[config.mk]
export PLATFORM = sky130hd
export DESIGN_NAME = srm_cordic_cell
export DESIGN_NICKNAME = d
export VERILOG_FILES = /design/src/rtl/assert_macros.svh /design/src/rtl/srm_pkg.sv /design/src/rtl/srm_cordic_cell.sv
export SDC_FILE = /design/constraint.sdc
export NUM_CORES = 1
export LEC_CHECK = 0
export BUFFER_PORTS_ARGS = -buffer_cell sky130_fd_sc_hd__buf_2
export CAP_MARGIN = 0
export CORE_ASPECT_RATIO = 0.75
export CORE_UTILIZATION = 55
export CTS_CLUSTER_SIZE = 14
export DETAILED_ROUTE_END_ITERATION = 10
export MAX_ROUTING_LAYER = met4
export PLACE_DENSITY = 0.78
export SYNTH_ARGS = -nofsm -noshare
export SYNTH_HDL_FRONTEND = slang
export SYNTH_SLANG_ARGS = --single-unit
[constraint.sdc]
create_clock -name clk_i -period 1.33 [get_ports clk_i]
set_input_delay 0.133 -clock clk_i [delete_from_list [all_inputs] [get_ports clk_i]]
set_output_delay 0.133 -clock clk_i [all_outputs]
set_load 0.005 [all_outputs]
[src/rtl/assert_macros.svh]
// Assertion macros used by the top-level RTL file.
`ifndef ASSERT_MACROS_SVH
`define ASSERT_MACROS_SVH

// Checks that a condition implies another in the same cycle.
`define SRM_ASSERT_IMPL(lbl, clk, rstn, a, b) \
  lbl: assert property (@(posedge clk) disable iff (!rstn) (a) |-> (b)) \
    else $error("implication check failed");

// Checks that a condition is later followed by another.
`define SRM_ASSERT_DELAY(lbl, clk, rstn, a, n, b) \
  lbl: assert property (@(posedge clk) disable iff (!rstn) (a) |-> ##n (b)) \
    else $error("latency check failed");

`endif

[src/rtl/srm_pkg.sv]
// Types, constants and helper functions of the spherical remap address unit.
`timescale 1ns / 1ps
package srm_pkg;

  localparam int CoordBits   = 10;
  localparam int CordicSteps = 16;
  localparam int SizeW       = 11;
  localparam int FracBits    = 17;
  localparam int NumW        = CoordBits + FracBits;
  localparam int CrdW        = 21;
  localparam int AngW        = 26;
  localparam int AtanW       = 22;
  localparam int WideW       = 40;
  localparam int StepIdxW    = 5;
  localparam int Latency     = NumW + CordicSteps + 4;

  localparam logic [NumW-1:0] QOne    = NumW'(65536);
  localparam logic [NumW-1:0] QSatLim = NumW'(196608);
  localparam logic signed [AngW-1:0] HalfTurn = AngW'(8388608);
  localparam logic signed [17:0] InvGain = 18'sd39797;
  localparam logic [SizeW-1:0] WidthReset  = SizeW'(256);
  localparam logic [SizeW-1:0] HeightReset = SizeW'(256);

  typedef enum logic { RegWidth = 1'b0, RegHeight = 1'b1 } reg_idx_e;

  typedef struct packed {
    logic [CoordBits-1:0] out_x;
    logic [CoordBits-1:0] out_y;
  } req_t;

  typedef struct packed {
    logic [CoordBits-1:0] src_x;
    logic [CoordBits-1:0] src_y;
  } rsp_t;

  typedef struct packed {
    logic             valid;
    logic [SizeW-1:0] rem_x;
    logic [NumW-1:0]  num_x;
    logic [SizeW-1:0] rem_y;
    logic [NumW-1:0]  num_y;
  } div_t;

  typedef struct packed {
    logic                   valid;
    logic                   zero;
    logic signed [CrdW-1:0] x;
    logic signed [CrdW-1:0] y;
    logic signed [AngW-1:0] z;
  } crd_t;

  // Arctangent of 2^-i in units of 2^-24 turn.
  function automatic logic [AtanW-1:0] atan_turn(input logic [StepIdxW-1:0] i);
    logic [AtanW-1:0] v;
    unique case (i)
      5'd0:  v = AtanW'(2097152);
      5'd1:  v = AtanW'(1238021);
      5'd2:  v = AtanW'(654136);
      5'd3:  v = AtanW'(332050);
      5'd4:  v = AtanW'(166669);
      5'd5:  v = AtanW'(83416);
      5'd6:  v = AtanW'(41718);
      5'd7:  v = AtanW'(20860);
      5'd8:  v = AtanW'(10430);
      5'd9:  v = AtanW'(5215);
      5'd10: v = AtanW'(2608);
      5'd11: v = AtanW'(1304);
      5'd12: v = AtanW'(652);
      5'd13: v = AtanW'(326);
      5'd14: v = AtanW'(163);
      5'd15: v = AtanW'(81);
      5'd16: v = AtanW'(41);
      5'd17: v = AtanW'(20);
      5'd18: v = AtanW'(10);
      5'd19: v = AtanW'(5);
      5'd20: v = AtanW'(3);
      5'd21: v = AtanW'(1);
      5'd22: v = AtanW'(1);
      default: v = '0;
    endcase
    return v;
  endfunction

  // Clamps a coordinate to 0 .. size-1 and to the coordinate range.
  function automatic logic [CoordBits-1:0] clamp_out(input logic signed [WideW-1:0] v,
                                                     input logic [SizeW-1:0] size);
    logic signed [WideW-1:0] top;
    logic signed [WideW-1:0] lim;
    logic signed [WideW-1:0] r;
    top = WideW'(size) - WideW'(1);
    lim = WideW'((1 << CoordBits) - 1);
    r = v;
    if (r < 0) r = '0;
    if (r > top) r = top;
    if (r > lim) r = lim;
    return r[CoordBits-1:0];
  endfunction

endpackage

[src/rtl/srm_cordic_cell.sv]
// One CORDIC vectoring cell: a single micro-rotation per cycle.
`timescale 1ns / 1ps
module srm_cordic_cell (
  input  logic                         clk_i,
  input  logic                         rst_ni,
  input  logic [srm_pkg::StepIdxW-1:0] step_i,
  input  srm_pkg::crd_t                c_i,
  output srm_pkg::crd_t                c_o
);
  import srm_pkg::*;

  logic valid_q;
  crd_t c_d, data_q;
  logic signed [CrdW-1:0] dx, dy;
  logic signed [AngW-1:0] da;

  always_comb begin
    dx = c_i.y >>> step_i;
    dy = c_i.x >>> step_i;
    da = AngW'(atan_turn(step_i));
    c_d = c_i;
    // The origin passes through untouched so that its angle stays zero.
    if (!c_i.zero) begin
      if (c_i.y < 0) begin
        c_d.x = c_i.x - dx;
        c_d.y = c_i.y + dy;
        c_d.z = c_i.z - da;
      end else begin
        c_d.x = c_i.x + dx;
        c_d.y = c_i.y - dy;
        c_d.z = c_i.z + da;
      end
    end
  end

  always_ff @(posedge clk_i or negedge rst_ni) begin
    if (!rst_ni) begin
      valid_q <= 1'b0;
    end else begin
      valid_q <= c_i.valid;
    end
  end

  always_ff @(posedge clk_i) begin
    data_q <= c_d;
  end

  always_comb begin
    c_o = data_q;
    c_o.valid = valid_q;
  end

endmodule
==> results of run 1 <==
## through the flow
stage               TNS [ps]  area (um2)
floorplan            -148940       10500
global placement     -175440       14600
detailed placement   -181770       14600
CTS                  -145060       16300
## repair_timing
item	CTS
gates cloned	2
endpoints found under the hold margin	4
hold buffers	4
gates resized for setup	225
buffers inserted	57
setup endpoints to repair	68
pin swaps	128
## synth_stat cells (8+ instances only)
| master | n |
|---|---|
| dfxtp_1 | 69 |
| o211ai_1 | 15 |
| nor2b_1 | 13 |
| mux2_2 | 23 |
| mux4_2 | 39 |
| clkbuf_1 | 32 |
| nand2b_1 | 13 |
| o22ai_1 | 10 |
| buf_1 | 9 |
| nor3_1 | 20 |
| o31ai_1 | 13 |
| buf_2 | 8 |
| a21oi_1 | 82 |
| xor2_1 | 37 |
| a211oi_1 | 16 |
| and2_1 | 14 |
| o21a_1 | 14 |
| inv_1 | 39 |
| nand3_1 | 27 |
| mux2i_1 | 47 |
| xnor2_1 | 54 |
| a31oi_1 | 12 |
| buf_6 | 15 |
| nand2_1 | 144 |
| o21bai_1 | 10 |
| or3_1 | 12 |
| nor2_1 | 110 |
| a21o_1 | 29 |
| and3_1 | 10 |
| ha_1 | 76 |
| o21ai_0 | 98 |
## cells by family after synthesis
logic type,count (synthesis),synth area share (%)
compound gates,376,24.5
simple gates,401,18.9
mux,120,18.3
flops,70,14.0
buf+inv,116,6.37
xor+xnor,91,7.93
fa+ha+maj,79,10.1
## routing by layer
metal	global-route usage (%)	GRT overflow
met5	-	-
met4	87.0	74
met3	69.5	9
met2	99.0	135
met1	84.9	12
==> out/results.tsv, run 1 <==
metric	value	unit
rows	42	
chipHeight	119	um
numPlacedInstances	2038	
lastStage	5_1_grt	
syn_inst	1253	
worstEndpointType	register input	
syn-cell-area	10100	um2
clkSinkCount	70	
synth_flop_cell	dfxtp_1	
die_x	158	um
io_buffer_count	146	
htreeDepth	3	
gp_congestion	1.04	
ys_seq_elements	70	
grt_max_degree	76	
root_buffer	clkbuf_16	
cts_buffer_depth	2	
synth-seq-area-share	14.0	%
async_flop_share	1.43	%
yosysUniqueCellTypes	98	
numCtsBuffers	9	
grt.total_usage	85.9	%
start_util	56.6	%
synth_top_area_cell	dfxtp_1	
synth_area_leaders	dfxtp_1 (14%), ha_1 (9.5%), mux4_2 (8.7%)	
ys_warn_count	0	
avgSynthCellArea	8.03	um2
tool.error	[ERROR GRT-0232] Routing congestion too high. Check the congestion heatmap in the GUI.	
post-place-ws	-3640	ps
synth-edff-count	0	
worstEndpointGrtRepair	c_o[46]$_DFF_P_/D	
syn_nets	1409	
ios	147	
dp.final_hpwl	31.6	mm
grt.overflow.total	230	
synth_top_area_share	13.7	%
outcome	stopped before the end	
==> run 2: changes to the inputs <==
--- a/config.mk
+++ b/config.mk
@@ -7,12 +7,9 @@
 export LEC_CHECK = 0
 export BUFFER_PORTS_ARGS = -buffer_cell sky130_fd_sc_hd__buf_2
 export CAP_MARGIN = 0
-export CORE_ASPECT_RATIO = 0.75
-export CORE_UTILIZATION = 55
-export CTS_CLUSTER_SIZE = 14
+export CORE_UTILIZATION = 40
 export DETAILED_ROUTE_END_ITERATION = 10
-export MAX_ROUTING_LAYER = met4
-export PLACE_DENSITY = 0.78
+export PLACE_DENSITY_LB_ADDON = 0.15
 export SYNTH_ARGS = -nofsm -noshare
 export SYNTH_HDL_FRONTEND = slang
 export SYNTH_SLANG_ARGS = --single-unit
==> out/results.tsv, run 2 <==
metric	value	unit	change
final_common_cell	buf_4		
power.internal	0.00904	W	
drtIter0Drc	882		
ys_top_cells_by_count	nand2_1 (144), nor2_1 (110), o21ai_0 (98)		
clkSinkCount	70		unchanged
critical_path_required	1590	ps	
routed_wl	40.6	mm	
dieArea	25800	um2	
cp.arrival	4620	ps	
power	0.0148	W	
ant_nets	0		
ys_seq_elements	70		unchanged
numPlacedInstances	2123		+4.2%
placed_area	14700	um2	+0.86%
ios	147		unchanged
grt_max_degree	64		
rsz0062_at_grt	yes		
drc	0		
numCtsBuffers	9		unchanged
setup_violations	68		
grt.overflow.total	0		
gp_congestion	0.993		-4.8%
fin_cells	2229		
drt-vias-per-instance	5.56		
synth_top_area_cell	dfxtp_1		
fin_crit_sh	327	%	
largest_reg_flops	69		
dp.final_hpwl	30.7	mm	-2.7%
cp_max_fo	8		
layout_min_cycle_time	4360	ps	
async_flop_share	1.43	%	unchanged
syn-cell-area	10100	um2	unchanged
fmaxAchievable	230	MHz	
grt_pass1_wl	63.0	mm	
p_per_area	873	nW/um2	
avgSynthCellArea	8.03	um2	unchanged
wl_per_cell	18.2	um	
syn_inst	1253		unchanged
clk_pin_slew	70	ps	
startpoint_type	input port		
stdcell_area	17000	um2	
hold_path.class	input port to flop		
crit_type	input port to flop		
max_cap_violations	0		
grt.total_usage	30.7	%	
max-vdd-ir-drop	571	uV	
maxSlewHeadroom	47.3	%	
cts_tree	done		
synth_area_leaders	dfxtp_1 (14%), ha_1 (9.5%), mux4_2 (8.7%)		
fin_ws	-3030	ps	
mostFrequentLayoutCells	buf_4 (501), nand2_1 (141), buf_2 (140)		
endpoint_kind	flop		
cts_buffer_depth	2		unchanged
start_util	41.1	%	-16 points
rows	57		+36%
synth-seq-area-share	14.0	%	unchanged
pwr-share-clk	16.2	%	
io_buffer_count	146		unchanged
ys_warn_count	0		unchanged
hold_viol_final	0		
synth-edff-count	0		unchanged
antenna_found_initial	0		
final_max_slew_viol_count	0		
chipHeight	161	um	+35%
p_seq_share	17.6	%	
die_x	161	um	+1.5%
p_switching	0.00580	W	
yosysUniqueCellTypes	98		unchanged
core	24500	um2	
diodes	0		
grt_pass1_vias	12300		
drive_above_1_share	54.0	%	
root_buffer	clkbuf_16		
holdWs	2.89	ps	
dr_total_vias	12400		
htreeDepth	3		unchanged
cellLeakagePower	7.88	nW	
swShare	39.1	%	
area_growth	69.2	%	
syn_nets	1409		unchanged
final_nets	2056		
outcome	complete, but fails checks		
pwr-share-comb	66.2	%	
dr.pass1.iters	5		
synth_top_area_share	13.7	%	unchanged
synth_flop_cell	dfxtp_1		
worst_pin_slew	783	ps	
synth.most_common_cell	nand2_1		
violations	setup timing		
[run 2: cell counts after synthesis]
No cell type changed its count.
[run 2: critical path, stage by stage]
cell and delay (ps):
buf_16 130, mux2i_2 160, mux4_2 470, mux4_2 490
and2_4 160, and3_4 180, and2b_2 220, a21oi_2 170
xor2_1 180, ha_1 270, and3_4 160, a221o_1 320
a221oi_2 260, a31oi_1 140, and4_1 190, o31a_1 280
or3_1 320, and4_1 190, a211oi_2 160
[run 2: worst paths after layout]
kind | cells past startpoint | startpoint | slack [ps] | endpoint
min | 3 | c_i[9] | 3 | c_o[9]$_DFF_P_
min in group asynchronous | 2 | rst_ni | 80 | valid_q$_DFF_PN0_
max in group asynchronous | 2 | rst_ni | 1170 | valid_q$_DFF_PN0_
max | 19 | step_i[0] | -3030 | c_o[46]$_DFF_P_
[run 2: timing repair]
item                                    in CTS  in global routing
hold endpoints to repair                     5                  0
endpoints found under the setup margin      68                 68
gates cloned                                 2                  0
pin swaps                                   60                113
gates resized for setup                    217                102
hold buffers                                 5                  0
setup buffers                               57                 39
[run 2: logic make-up (layout without fill, tap and decap cells)]
family | Yosys count | in the layout | share of synthesized area, %
AOI/OAI and AO/OA | 376 | 376 | 24.5
adders and majority gates | 79 | 79 | 10.1
muxes | 120 | 120 | 18.3
buffers and inverters | 116 | 768 | 6.37
xor gates and xnor gates | 91 | 91 | 7.93
DFF | 70 | 70 | 14.0
and+or+nand+nor | 401 | 401 | 18.9
[run 2: through the flow]
step / util [%] / TNS (ps) / setup slack [ps]
floorplan: - / -148940 / -3330
global placement: 60.2 / -178410 / -3700
detailed placement: 60.2 / -181510 / -3770
CTS: 66.8 / -140160 / -3010
global route: 69.5 / -153110 / -3200
finish: 69.5 / -143530 / -3030
[run 2: layer usage]
metal  global-route usage, %  share of wire, %  vias up
met5                       0                 0        -
met4                    12.1               3.8        0
met3                    4.55               6.0       87
met2                    52.2                47      428
met1                    38.9                43     5930
li1                        -                 -     5942
[run 2: final cells by class]
| type | instances | area [um2] |
|---|---|---|
| multi-input combinational | 1067 | 9310 |
| fill | 2028 | 7450 |
| timing repair buffer | 711 | 5430 |
| sequential | 70 | 1410 |
| tap | 324 | 405 |
| clock buffer | 9 | 225 |
| inverter | 41 | 185 |
| clock inverter | 7 | 50.0 |
[run 2: power groups by stage]
stage,Combinational (W),Clock [W],Sequential (W)
2_1_floorplan,0.00434,0,0.00273
3_3_place_gp,0.00786,0,0.00265
3_5_place_dp,0.00797,0,0.00266
4_1_cts,0.00902,0.00246,0.00261
5_1_grt,0.0106,0.00254,0.00265
6_report,0.00983,0.00241,0.00261
(Power assumes the default switching activity.)
