<file path="src/rtl/assert_macros.svh">
// Assertion macros used by the top-level RTL file.
`ifndef ASSERT_MACROS_SVH
`define ASSERT_MACROS_SVH

// Checks that a condition implies another in the same cycle.
`define SRM_ASSERT_IMPL(lbl, clk, rstn, a, b) \
  lbl: assert property (@(posedge clk) disable iff (!rstn) (a) |-> (b)) \
    else $error("implication check failed");

// Checks that a condition is later followed by another.
`define SRM_ASSERT_DELAY(lbl, clk, rstn, a, n, b) \
  lbl: assert property (@(posedge clk) disable iff (!rstn) (a) |-> ##n (b)) \
    else $error("latency check failed");

`endif

</file>
<file path="src/rtl/srm_pkg.sv">
// Types, constants and helper functions of the spherical remap address unit.
`timescale 1ns / 1ps
package srm_pkg;

  localparam int CoordBits   = 10;
  localparam int CordicSteps = 16;
  localparam int SizeW       = 11;
  localparam int FracBits    = 17;
  localparam int NumW        = CoordBits + FracBits;
  localparam int CrdW        = 21;
  localparam int AngW        = 26;
  localparam int AtanW       = 22;
  localparam int WideW       = 40;
  localparam int StepIdxW    = 5;
  localparam int Latency     = NumW + CordicSteps + 4;

  localparam logic [NumW-1:0] QOne    = NumW'(65536);
  localparam logic [NumW-1:0] QSatLim = NumW'(196608);
  localparam logic signed [AngW-1:0] HalfTurn = AngW'(8388608);
  localparam logic signed [17:0] InvGain = 18'sd39797;
  localparam logic [SizeW-1:0] WidthReset  = SizeW'(256);
  localparam logic [SizeW-1:0] HeightReset = SizeW'(256);

  typedef enum logic { RegWidth = 1'b0, RegHeight = 1'b1 } reg_idx_e;

  typedef struct packed {
    logic [CoordBits-1:0] out_x;
    logic [CoordBits-1:0] out_y;
  } req_t;

  typedef struct packed {
    logic [CoordBits-1:0] src_x;
    logic [CoordBits-1:0] src_y;
  } rsp_t;

  typedef struct packed {
    logic             valid;
    logic [SizeW-1:0] rem_x;
    logic [NumW-1:0]  num_x;
    logic [SizeW-1:0] rem_y;
    logic [NumW-1:0]  num_y;
  } div_t;

  typedef struct packed {
    logic                   valid;
    logic                   zero;
    logic signed [CrdW-1:0] x;
    logic signed [CrdW-1:0] y;
    logic signed [AngW-1:0] z;
  } crd_t;

  // Arctangent of 2^-i in units of 2^-24 turn.
  function automatic logic [AtanW-1:0] atan_turn(input logic [StepIdxW-1:0] i);
    logic [AtanW-1:0] v;
    unique case (i)
      5'd0:  v = AtanW'(2097152);
      5'd1:  v = AtanW'(1238021);
      5'd2:  v = AtanW'(654136);
      5'd3:  v = AtanW'(332050);
      5'd4:  v = AtanW'(166669);
      5'd5:  v = AtanW'(83416);
      5'd6:  v = AtanW'(41718);
      5'd7:  v = AtanW'(20860);
      5'd8:  v = AtanW'(10430);
      5'd9:  v = AtanW'(5215);
      5'd10: v = AtanW'(2608);
      5'd11: v = AtanW'(1304);
      5'd12: v = AtanW'(652);
      5'd13: v = AtanW'(326);
      5'd14: v = AtanW'(163);
      5'd15: v = AtanW'(81);
      5'd16: v = AtanW'(41);
      5'd17: v = AtanW'(20);
      5'd18: v = AtanW'(10);
      5'd19: v = AtanW'(5);
      5'd20: v = AtanW'(3);
      5'd21: v = AtanW'(1);
      5'd22: v = AtanW'(1);
      default: v = '0;
    endcase
    return v;
  endfunction

  // Clamps a coordinate to 0 .. size-1 and to the coordinate range.
  function automatic logic [CoordBits-1:0] clamp_out(input logic signed [WideW-1:0] v,
                                                     input logic [SizeW-1:0] size);
    logic signed [WideW-1:0] top;
    logic signed [WideW-1:0] lim;
    logic signed [WideW-1:0] r;
    top = WideW'(size) - WideW'(1);
    lim = WideW'((1 << CoordBits) - 1);
    r = v;
    if (r < 0) r = '0;
    if (r > top) r = top;
    if (r > lim) r = lim;
    return r[CoordBits-1:0];
  endfunction

endpackage

</file>
<file path="src/rtl/srm_div_cell.sv">
// One restoring division cell: yields one quotient bit for each coordinate.
`timescale 1ns / 1ps
module srm_div_cell (
  input  logic                      clk_i,
  input  logic                      rst_ni,
  input  logic [srm_pkg::SizeW-1:0] wdiv_i,
  input  logic [srm_pkg::SizeW-1:0] hdiv_i,
  input  srm_pkg::div_t             d_i,
  output srm_pkg::div_t             d_o
);
  import srm_pkg::*;

  logic  valid_q;
  div_t  d_d, data_q;
  logic [SizeW:0] tx, ty;

  always_comb begin
    tx = {d_i.rem_x, d_i.num_x[NumW-1]};
    ty = {d_i.rem_y, d_i.num_y[NumW-1]};
    d_d = d_i;
    if (tx >= {1'b0, wdiv_i}) begin
      d_d.rem_x = SizeW'(tx - {1'b0, wdiv_i});
      d_d.num_x = {d_i.num_x[NumW-2:0], 1'b1};
    end else begin
      d_d.rem_x = tx[SizeW-1:0];
      d_d.num_x = {d_i.num_x[NumW-2:0], 1'b0};
    end
    if (ty >= {1'b0, hdiv_i}) begin
      d_d.rem_y = SizeW'(ty - {1'b0, hdiv_i});
      d_d.num_y = {d_i.num_y[NumW-2:0], 1'b1};
    end else begin
      d_d.rem_y = ty[SizeW-1:0];
      d_d.num_y = {d_i.num_y[NumW-2:0], 1'b0};
    end
  end

  always_ff @(posedge clk_i or negedge rst_ni) begin
    if (!rst_ni) begin
      valid_q <= 1'b0;
    end else begin
      valid_q <= d_i.valid;
    end
  end

  always_ff @(posedge clk_i) begin
    data_q <= d_d;
  end

  always_comb begin
    d_o = data_q;
    d_o.valid = valid_q;
  end

endmodule

</file>
<file path="config.mk">
export PLATFORM = sky130hd
export DESIGN_NAME = srm_div_cell
export DESIGN_NICKNAME = d
export VERILOG_FILES = /design/src/rtl/assert_macros.svh /design/src/rtl/srm_pkg.sv /design/src/rtl/srm_div_cell.sv
export SDC_FILE = /design/constraint.sdc
export NUM_CORES = 1
export LEC_CHECK = 0
export ABC_CLOCK_PERIOD_IN_PS = 1200
export BUFFER_PORTS_ARGS = -buffer_cell sky130_fd_sc_hd__buf_2
export CAP_MARGIN = 20
export CELL_PAD_IN_SITES_DETAIL_PLACEMENT = 1
export CELL_PAD_IN_SITES_GLOBAL_PLACEMENT = 2
export CORE_ASPECT_RATIO = 1.5
export CORE_MARGIN = 3
export CORE_UTILIZATION = 26
export CTS_BUF_LIST = sky130_fd_sc_hd__clkbuf_16
export DETAILED_ROUTE_END_ITERATION = 7
export HOLD_SLACK_MARGIN = 0.05
export PLACE_DENSITY_LB_ADDON = 0.2
export SYNTH_ARGS = -nofsm -noshare
export SYNTH_HDL_FRONTEND = slang
export SYNTH_SLANG_ARGS = --single-unit
</file>
<file path="constraint.sdc">
create_clock -name clk_i -period 1.2 [get_ports clk_i]
set_input_delay 0 -clock clk_i [delete_from_list [all_inputs] [get_ports clk_i]]
set_output_delay 0 -clock clk_i [all_outputs]
set_load 0.02 [all_outputs]
</file>
==> metrics.md, run 1 <==
| Metric | Value |
|---|---|
| TritonCTS Buffers | 9 |
| CTS Sinks | between 70 and 80 |
| Fin area | 6350 sq um |
| Hold slack | between 0.1 and 0.15 ns |
| PortBufs | between 150 and 200 |
| Final Total Pwr | 8.25 mW |
| Bufs on Longest Clock Path | 2 |
| Vias in the first global route | 4062 |
| DR WL met2 | between 8 and 9 mm |
| Slew @ Worst Pin | 0.452 ns |
| Clock Pin Slew Worst Setup and Hold Paths | about 0.070 ns |
| Final Max Slew Viols | 0 |
| Max IR drop VDD | between 0.7 and 0.8 mV |
| CP Data Required Time | between 1 and 1.5 ns |
| Placed instance area | a little under 5000 sq um |
| Synth warnings | 0 |
| # rows | 48 |
| Synth top area share | approximately half |
| Pwr Density | approximately 1300 nW/um^2 |
| Final Wtd Congestion | between 0.7 and 0.8 |
| CP top delay family | adder cells |
| Leak | 3.12 nW |
| Share of cells above drive strength 1 | 52.2% |
| Synth top cells by count | dfxtp_1 (76), inv_1 (34), ha_1 (22), nor2_1 (22), a21oi_1 (19) |
| Area growth syn-to-layout | 105% |
| Final period utilization | 128% |
| Max cap viols | 0 |
| Layout Cells excl Fill | roughly 800 |
| First drt pass iteration count | 4 |
| Max incr delay on CP | 0.34 ns |
| Synth unique cells | 48 |
| CP Capture Type | flop |
| Clock tree from TritonCTS | done |
| Async set-or-reset flop fraction in the synthesized netlist | 1.30% |
| Crit-path slowest cell | fa_2 |
| Initial antenna violation count | 1 |
| I/O pins | approximately 180 |
| Failing checks | negative setup slack |
| Sequential fraction of the synthesis area | 49.9% |
| Hold Violations, Final | 0 |
| Minimum clock period | around 1.5 ns |
| Yosys reg bits | 77 |
| FMAX | roughly 0.65 GHz |
| Core box area | about 12000 sq um |
| M1 WL | 4.37 mm |
| Hold path depth | 4 |
| Drt initial violations | 48 |
| RSZ-0062 raised after global routing | true |
| WL final | about 13 mm |
| Yosys top cell by area | dfxtp_1 |
| Largest net degree at the start of global routing | 17 |
| CP Class | in2reg |
| Synth area leaders | dfxtp_1 (49%), ha_1 (8.9%), inv_1 (4.1%), a21oi_1 (3.1%), nor2_1 (2.7%) |
| Hold Startpoint | d_i[65] |
| First-pass GRT wire length | slightly above 20 mm |
| Initial Util | between 20% and 30% |
| DR WL/cell | between 15 and 20 um |
| Total die area | roughly 13000 sq um |
| Syn Area/Cell | about 10 sq um |
| Syn Nets | ~430 |
| DR top layer | met4 |
| Area of the mapped netlist | approximately 3100 sq um |
| Drc violations | 0 |
| Top-count cell post-synth | dfxtp_1 |
| Hold Path End | d_o[66]$_DFF_P_ |
| Die Span Y | about 140 um |
| Detail Route Antenna Nets | 0 |
| Detailed-route via count | between 3k and 4k |
| Critical path startpoint category | primary input |
| Worst path arrival time | around 1.8 ns |
| Met3 wire len | just over 500 um |
| Post-synth EDFFs | 0 |
| Worst hold path class | in2reg |
| Placed cells | around 710 |
| Status | finished with violations |
| # setup viols final | 22 |
| Critical path buffers and inverters | 3 |
| Vias per cell | 4.41 |
| H-tree Lvls | 3 |
| Slew HR | about 70% |
| Synth Instances | 301 |
| GR Util All Layers | 20.3% |
| Crit-path cells | buf_8, inv_12, ha_4, fa_2, nand2b_4, a21oi_4, a41oi_2, o31ai_2, buf_4, mux2_4 |
| CTS root buf | clkbuf_16 |
| Launch point of the worst path | d_i[64] |
| Final WS setup | -0.341 ns |
| Grt total ovfl | 0 |
| Crit Path Max Fanout | 7 |
| HPWL after DPL | ~9.4 mm |
| Final net count | around 780 |
| Synth Flop Type | dfxtp_1 |
| Die Span X | roughly 95 um |
## layout by cell type (no fill, tap or decap), types with 5 or more instances in the layout
master	synthesis	routed
buf_2	1	171
o21ai_0	15	10
dlygate4sd3_1	0	78
ha_4	0	5
dfxtp_1	76	76
buf_4	1	86
a21oi_2	0	7
a21oi_1	19	10
ha_1	22	15
nand3_1	9	8
nor2_1	22	22
nand2_1	8	8
buf_6	2	10
a21o_1	5	5
mux2_4	5	11
inv_1	34	31
clkbuf_16	0	9
## routing by layer
layer | GRT usage [%] | up-vias
met5 | 0 | -
met4 | 6.46 | 0
met3 | 4.06 | 18
met2 | 42.3 | 88
met1 | 18.2 | 1709
li1 | - | 1768
## state kept, by name (all words and copies together) (netlist names)
name and count:
d_o 76, valid_q 1
## cell families (layout without fill, tap and decap cells)
group	after synthesis	after routing	synth area share, %
xor+xnor	6	6	1.70
fa+ha+maj	24	24	10.2
other cells	0	1	0
compound gates	75	75	16.1
simple gates	66	66	11.0
mux	14	14	5.58
buf+inv	39	399	5.45
flops	77	77	49.9
## report_power, final
group	total, mW	switching [mW]	internal, mW
registers	2.87	0.0660	2.80
logic	2.49	1.22	1.26
clock network	2.90	1.23	1.66
total	8.25	2.52	5.73
## area by class of cell
cell class                 instances  area [sq um]
multi-input combinational        185          1690
tap                              150           188
antenna                            1          2.50
fill                            1334          5240
timing repair buffer             348          2440
clock buffer                       9           225
clock inverter                     7          86.3
sequential                        77          1550
inverter                          35           166
## through the flow
| step | util, % | TNS [ns] | setup WS [ns] |
|---|---|---|---|
| final | 54.8 | -4.54 | -0.341 |
| after global placement | 42.4 | -15.79 | -0.799 |
| after CTS | 53.4 | -4.69 | -0.361 |
| after detailed placement | 42.4 | -16.55 | -0.837 |
| after global routing | 54.8 | -5.28 | -0.349 |
| after floorplan | - | -9.88 | -0.626 |
## how the worst max path moves through the flow
stage	endpoint	slack, ns	depth (start not counted)
5_1_grt	d_o[71]$_DFF_P_	-0.35	10
3_5_place_dp	d_o[71]$_DFF_P_	-0.84	10
2_1_floorplan	d_o[68]$_DFF_P_	-0.63	9
3_3_place_gp	d_o[72]$_DFF_P_	-0.80	10
4_1_cts	d_o[71]$_DFF_P_	-0.36	10
6_report	d_o[71]$_DFF_P_	-0.34	10
## what timing repair did
action / in CTS / in global routing
pin swaps: 15 / 14
buffers inserted: 8 / 6
endpoints found under the hold margin: 75 / 0
hold buffers: 78 / 0
setup endpoints to repair: 24 / 24
resized for setup: 34 / 26
Note: power is estimated with default switching activity, not from simulation.
==> run 2, diff against run 1 <==
Settings changed: CELL_PAD_IN_SITES_DETAIL_PLACEMENT 1 to 0.
==> run 2 against run 1 <==
Against the previous run: the run still ends with negative setup slack left; sequential power about the same; cell area down 1.6%; cell count down 0.74%; die area unchanged; flip-flop and latch count unchanged; count of clock-buffer cells in the layout unchanged; sequential share of layout area up 0.40 points; wire length down 19%; highest routed layer unchanged.
==> metrics.md, run 2 (same netlist as run 1, synthesis figures left out) <==
| Metric | Value |
|---|---|
| Core box area | 11600 sq um (unchanged) |
| Share of cells above drive strength 1 | 51.4% (-0.82 points) |
| Most frequent cells in the layout | buf_2 (171), buf_4 (83), dlygate4sd3_1 (78) |
| Crit-path cells | buf_8, inv_12, ha_4, fa_2, nand2b_4, a21oi_4, a41oi_2, o31ai_2, buf_4, mux2_4 |
| CTS Sinks | 77 (unchanged) |
| Status | finished with violations |
| Pre-CTS setup slack | -0.816 ns (+0.0213 ns) |
| Instance count on the critical path | 10 (unchanged) |
| Max cap viols | 0 (unchanged) |
| CP top delay family | adder cells |
| Crit-path slowest cell | fa_2 |
| Worst hold path class | in2reg |
| # rows | 48 (unchanged) |
| Slew @ Worst Pin | 0.365 ns (-0.0867 ns) |
| Final Max Slew Viols | 0 (unchanged) |
| Most common cell after layout, fill and taps aside | buf_2 |
| Bufs on Longest Clock Path | 2 (unchanged) |
| H-tree Lvls | 3 (unchanged) |
| Hold Startpoint | d_i[65] |
| Final net count | 776 (-0.64%) |
| TNS Setup | -3.81 ns (+0.722 ns) |
| GR Util All Layers | 16.3% (-4.0 points) |
| First drt pass iteration count | 4 (unchanged) |
| PortBufs | 177 (unchanged) |
| Slew HR | 75.6% (+5.7 points) |
| First-pass GRT wire length | 16.7 mm (-18%) |
| Area growth syn-to-layout | 102% |
| Largest net degree at the start of global routing | 18 (+1) |
| Clock tree from TritonCTS | done |
| Die Span Y | 140 um (unchanged) |
| DR WL/cell | 13.4 um (-19%) |
| Critical path buffers and inverters | 3 (unchanged) |
| Clock Pin Slew Worst Setup and Hold Paths | 0.07 ns (about the same) |
| Hold Path End | d_o[66]$_DFF_P_ |
| Critical path startpoint category | primary input |
| Leak | 3.08 nW (-1.2%) |
| Final Wtd Congestion | 0.795 (unchanged) |
| Grt total ovfl | 0 (unchanged) |
| Worst path arrival time | 1.73 ns (-0.04 ns) |
| Minimum clock period | 1.50 ns (-0.0371 ns) |
| Pwr Density | 1270 nW/um^2 (-2.4%) |
| Core Util, Final | 53.9% (-0.87 points) |
| Final WS setup | -0.304 ns (+0.0371 ns) |
| WL final | 10.8 mm (-19%) |
| Initial antenna violation count | 0 (-1) |
| TritonCTS Buffers | 9 (unchanged) |
| Failing checks | negative setup slack |
| RSZ-0062 raised after global routing | true |
| Vias in the first global route | 3535 (-13%) |
| Hold Violations, Final | 0 (unchanged) |
| Vias per cell | 4.26 (-3.4%) |
| Die Span X | 95.1 um (unchanged) |
| # setup viols final | 22 (unchanged) |
| Fill count | 1060 (-21%) |
| Final period utilization | 125% (-3.1 points) |
| Detailed-route via count | 3435 (-4.1%) |
| Antenna fix cells | 0 (-1) |
| FMAX | 0.665 GHz (+2.5%) |
| CP Class | in2reg |
| CP Capture Type | flop |
| Launch point of the worst path | d_i[64] |
| Max incr delay on CP | 0.33 ns (about the same) |
| Total die area | 13300 sq um (unchanged) |
| CTS root buf | clkbuf_16 |
| Final Total Pwr | 7.93 mW (-3.9%) |
| Drt initial violations | 35 (-27%) |
| Crit Path Max Fanout | 7 (unchanged) |
| Detail Route Antenna Nets | 0 (unchanged) |
| I/O pins | 178 (unchanged) |
| Hold path depth | 4 (unchanged) |
| Max IR drop VDD | 0.713 mV (+0.86%) |
| Max reg flops | 76 (unchanged) |
| Initial Util | 26.7% (unchanged) |
| Drc violations | 0 (unchanged) |
| CP Data Required Time | 1.43 ns (about the same) |
| HPWL after DPL | 8.44 mm (-10%) |
[run 2: changes by cell type in the layout (fill, tap and decap cells not counted), sizes merged]
cell,change
buf,-5
bufinv,-1
clkinv,+1
diode,-1
[run 2: power breakdown]
group / internal [mW] / switching [mW]
combinational: 1.22 / 1.14
sequential: 2.80 / 0.0545
clock: 1.48 / 1.23
total: 5.50 / 2.43
[run 2: routing by layer]
metal / part of all wire (%) / wire length, um / global-route usage (%) / vias up
li1: - / - / - / 1760
met1: 34 / 3660 / 15.6 / 1563
met2: 59 / 6360 / 31.7 / 90
met3: 5.1 / 552 / 3.62 / 22
met4: 2.4 / 261 / 7.15 / 0
met5: 0 / 0 / 0 / -
[run 2: per-stage QoR]
| step | std cells | hold WS (ns) | cell area (sq um) |
|---|---|---|---|
| 2_1_floorplan | 301 | -0.296 | 3270 |
| 6_report | 806 | 0.0813 | 6250 |
| 3_5_place_dp | 706 | -0.222 | 4920 |
| 4_1_cts | 804 | 0.0789 | 6150 |
| 3_3_place_gp | 706 | -0.225 | 4920 |
| 5_1_grt | 806 | 0.103 | 6250 |
[run 2: worst max path at each step]
stage                      endpoint
floorplan           d_o[68]$_DFF_P_
global placement    d_o[72]$_DFF_P_
detailed placement  d_o[68]$_DFF_P_
CTS                 d_o[68]$_DFF_P_
global route        d_o[74]$_DFF_P_
finish              d_o[68]$_DFF_P_
[run 2: what timing repair did]
item,in CTS,in global routing
hold buffers,78,0
pin swaps,14,12
hold endpoints to repair,75,0
setup buffers,5,2
resized for setup,31,17
setup endpoints to repair,24,24
[run 2: layout make-up]
| class | instances | area, sq um | share of cell area, % |
|---|---|---|---|
| clock buffer | 9 | 225 | 3.61 |
| clock inverter | 7 | 75.1 | 1.20 |
| tap | 150 | 188 | 3.00 |
| multi-input combinational | 185 | 1650 | 26.4 |
| timing repair buffer | 343 | 2400 | 38.4 |
| inverter | 35 | 166 | 2.66 |
| sequential | 77 | 1550 | 24.8 |
==> run 3, diff against run 2 <==
Settings changed: SKIP_CTS_REPAIR_TIMING from default to 1.
==> run 3 against run 2 <==
Against the previous run: the flow still finishes with violations (negative setup slack); cell area fell by 1.4%; sequential share of layout area up 0.35 points; global-route usage fell by 1.6 points; cell count is 0.62% lower; non-clock buffer count shrank 5; maximum frequency is 4.6% lower; critical endpoint unchanged; largest power group unchanged; highest routed layer unchanged.
==> metrics.md, run 3 (same netlist as run 1, synthesis figures left out) <==
| Metric | Value |
|---|---|
| Status | finished with violations |
| Failing checks | negative setup slack |
| Antenna fix cells | 0 (unchanged) |
| Largest net degree at the start of global routing | 18 (unchanged) |
| Final Total Pwr | 7.90 mW (-0.36%) |
| # rows | 48 (unchanged) |
| Drc violations | 0 (unchanged) |
| Leak | 3.06 nW (-0.87%) |
| Max reg flops | 76 (unchanged) |
| TritonCTS Buffers | 9 (unchanged) |
| DR WL/cell | 13.4 um (-0.59%) |
| CTS Sinks | 77 (unchanged) |
| Hold Violations, Final | 0 (unchanged) |
| Crit Path Max Fanout | 7 (unchanged) |
| # setup viols final | 23 (+4.5%) |
| Area growth syn-to-layout | 98.9% |
| First drt pass iteration count | 4 (unchanged) |
| Minimum clock period | 1.58 ns (+0.0719 ns) |
| Worst hold path class | in2reg |
| Final Max Slew Viols | 0 (unchanged) |
| Pint | 5.48 mW (-0.34%) |
| Die Span X | 95.1 um (unchanged) |
| Placed instance area | 4920 sq um (unchanged) |
| GR Util met2 | 28.4% (-3.3 points) |
| Max IR drop VDD | 0.675 mV (-5.4%) |
| Clock Pin Slew Worst Setup and Hold Paths | 0.07 ns (about the same) |
| First-pass GRT wire length | 14.9 mm (-11%) |
| Critical path startpoint category | primary input |
| Clock network power share | 34.4% (+0.3 points) |
| Global route hottest layer | met2 |
| CP Capture Type | flop |
| Slew HR | 68.2% (-7.3 points) |
| Initial Util | 26.7% (unchanged) |
| Switching power | 2.42 mW (-0.41%) |
| Vias in the first global route | 3099 (-12%) |
| Hold Startpoint | d_i[27] |
| PortBufs | 177 (unchanged) |
| Detailed-route via count | 3391 (-1.3%) |
| Bufs on Longest Clock Path | 2 (unchanged) |
| Grt total ovfl | 0 (unchanged) |
| Share of cells above drive strength 1 | 50.2% (-1.1 points) |
| Total die area | 13300 sq um (unchanged) |
| Die Span Y | 140 um (unchanged) |
| CP Data Required Time | 1.42 ns (about the same) |
| Met3 global-route usage | 3.57% (-0.054 points) |
| Vias per cell | 4.23 (-0.66%) |
| Fin area | 6160 sq um (-1.4%) |
| Final net count | 771 (-0.64%) |
| Final Wtd Congestion | 0.795 (unchanged) |
| GR Util All Layers | 14.7% (-1.6 points) |
| Most common cell after layout, fill and taps aside | buf_2 |
| Sw frac | 30.6% (about the same) |
| Pre-CTS setup slack | -0.816 ns (unchanged) |
| Drt initial violations | 32 (-8.6%) |
| CP Class | in2reg |
| Final period utilization | 131% (+6.0 points) |
| Max cap viols | 0 (unchanged) |
| Pwr Density | 1280 nW/um^2 (+1.0%) |
| Worst path arrival time | 1.80 ns (+0.07 ns) |
| RSZ-0062 raised after global routing | true |
| FMAX | 0.635 GHz (-4.6%) |
| Final WS setup | -0.376 ns (-0.0719 ns) |
| Initial antenna violation count | 0 (unchanged) |
| HPWL after DPL | 8.44 mm (unchanged) |
| CTS root buf | clkbuf_16 |
| Hold Path End | d_o[28]$_DFF_P_ |
| Hold path depth | 4 (unchanged) |
| Detail Route Antenna Nets | 0 (unchanged) |
| WL final | 10.7 mm (-1.2%) |
| Logic pwr share | 29.4% (-0.4 points) |
| Most frequent cells in the layout | buf_2 (171), buf_4 (81), dfxtp_1 (76) |
| Fill count | 1045 (-1.4%) |
| I/O pins | 178 (unchanged) |
| Slew @ Worst Pin | 0.471 ns (+0.107 ns) |
| Clock tree from TritonCTS | done |
| H-tree Lvls | 3 (unchanged) |
| Met1 Use GR | 14.1% (-1.5 points) |
| Core box area | 11600 sq um (unchanged) |
| Part of the power in registers | 36.2% (+0.2 points) |
[run 3: cell types whose count changed in the layout (fill, tap and decap cells not counted), moves of 2 or more]
cell,delta
a21oi_1,+2
dlygate4sd3_1,-4
a211oi_1,+3
buf_4,-2
a211oi_2,-3
a21oi_2,-2
[run 3: layout make-up]
type	count	area [sq um]	area share, %
Inverter	35	166	2.70
Clock inverter	7	75.1	1.22
Tap cell	150	188	3.05
Timing Repair Buffer	338	2350	38.2
Sequential cell	77	1550	25.1
Multi-Input combinational cell	185	1610	26.1
Clock buffer	9	225	3.66
[run 3: worst max-delay path by stage]
stage                       start               to  slack [ns]  cells past startpoint
after detailed placement  d_i[64]  d_o[68]$_DFF_P_       -0.82                     10
after global placement    d_i[64]  d_o[72]$_DFF_P_       -0.80                     10
after global routing      d_i[64]  d_o[74]$_DFF_P_       -0.44                     11
after floorplan           d_i[64]  d_o[68]$_DFF_P_       -0.63                      9
after CTS                 d_i[64]  d_o[67]$_DFF_P_       -0.46                     10
final                     d_i[64]  d_o[68]$_DFF_P_       -0.38                     10
[run 3: per-layer routing]
metal / vias up / wire, um
met1: 1542 / 3770
met2: 78 / 6210
met3: 18 / 508
met5: - / 0
li1: 1753 / -
met4: 0 / 212
[run 3: worst max-delay path: stages]
cell      delay (ns)
buf_8           0.09
inv_12          0.03
ha_4            0.15
fa_2            0.33
nand2b_4        0.16
a21oi_4         0.14
a41oi_2         0.06
o31ai_2         0.29
buf_4           0.23
mux2_4          0.31
[run 3: power by group through the flow]
stage	clock, mW	sequential (mW)	combinational, mW
finish	2.71	2.86	2.33
global route	2.90	2.88	2.53
CTS	2.80	2.86	2.04
detailed placement	0	2.91	2.03
global placement	0	2.92	2.02
floorplan	0	3.24	0.798
[run 3: stage by stage]
| step | cells | hold WS [ns] | TNS, ns | utilization, % |
|---|---|---|---|---|
| floorplan | 301 | -0.296 | -9.88 | - |
| global placement | 706 | -0.225 | -15.79 | 42.4 |
| detailed placement | 706 | -0.222 | -16.17 | 42.4 |
| CTS | 722 | -0.591 | -7.53 | 45.0 |
| global route | 801 | 0.0664 | -6.19 | 53.2 |
| finish | 801 | 0.0511 | -4.94 | 53.2 |
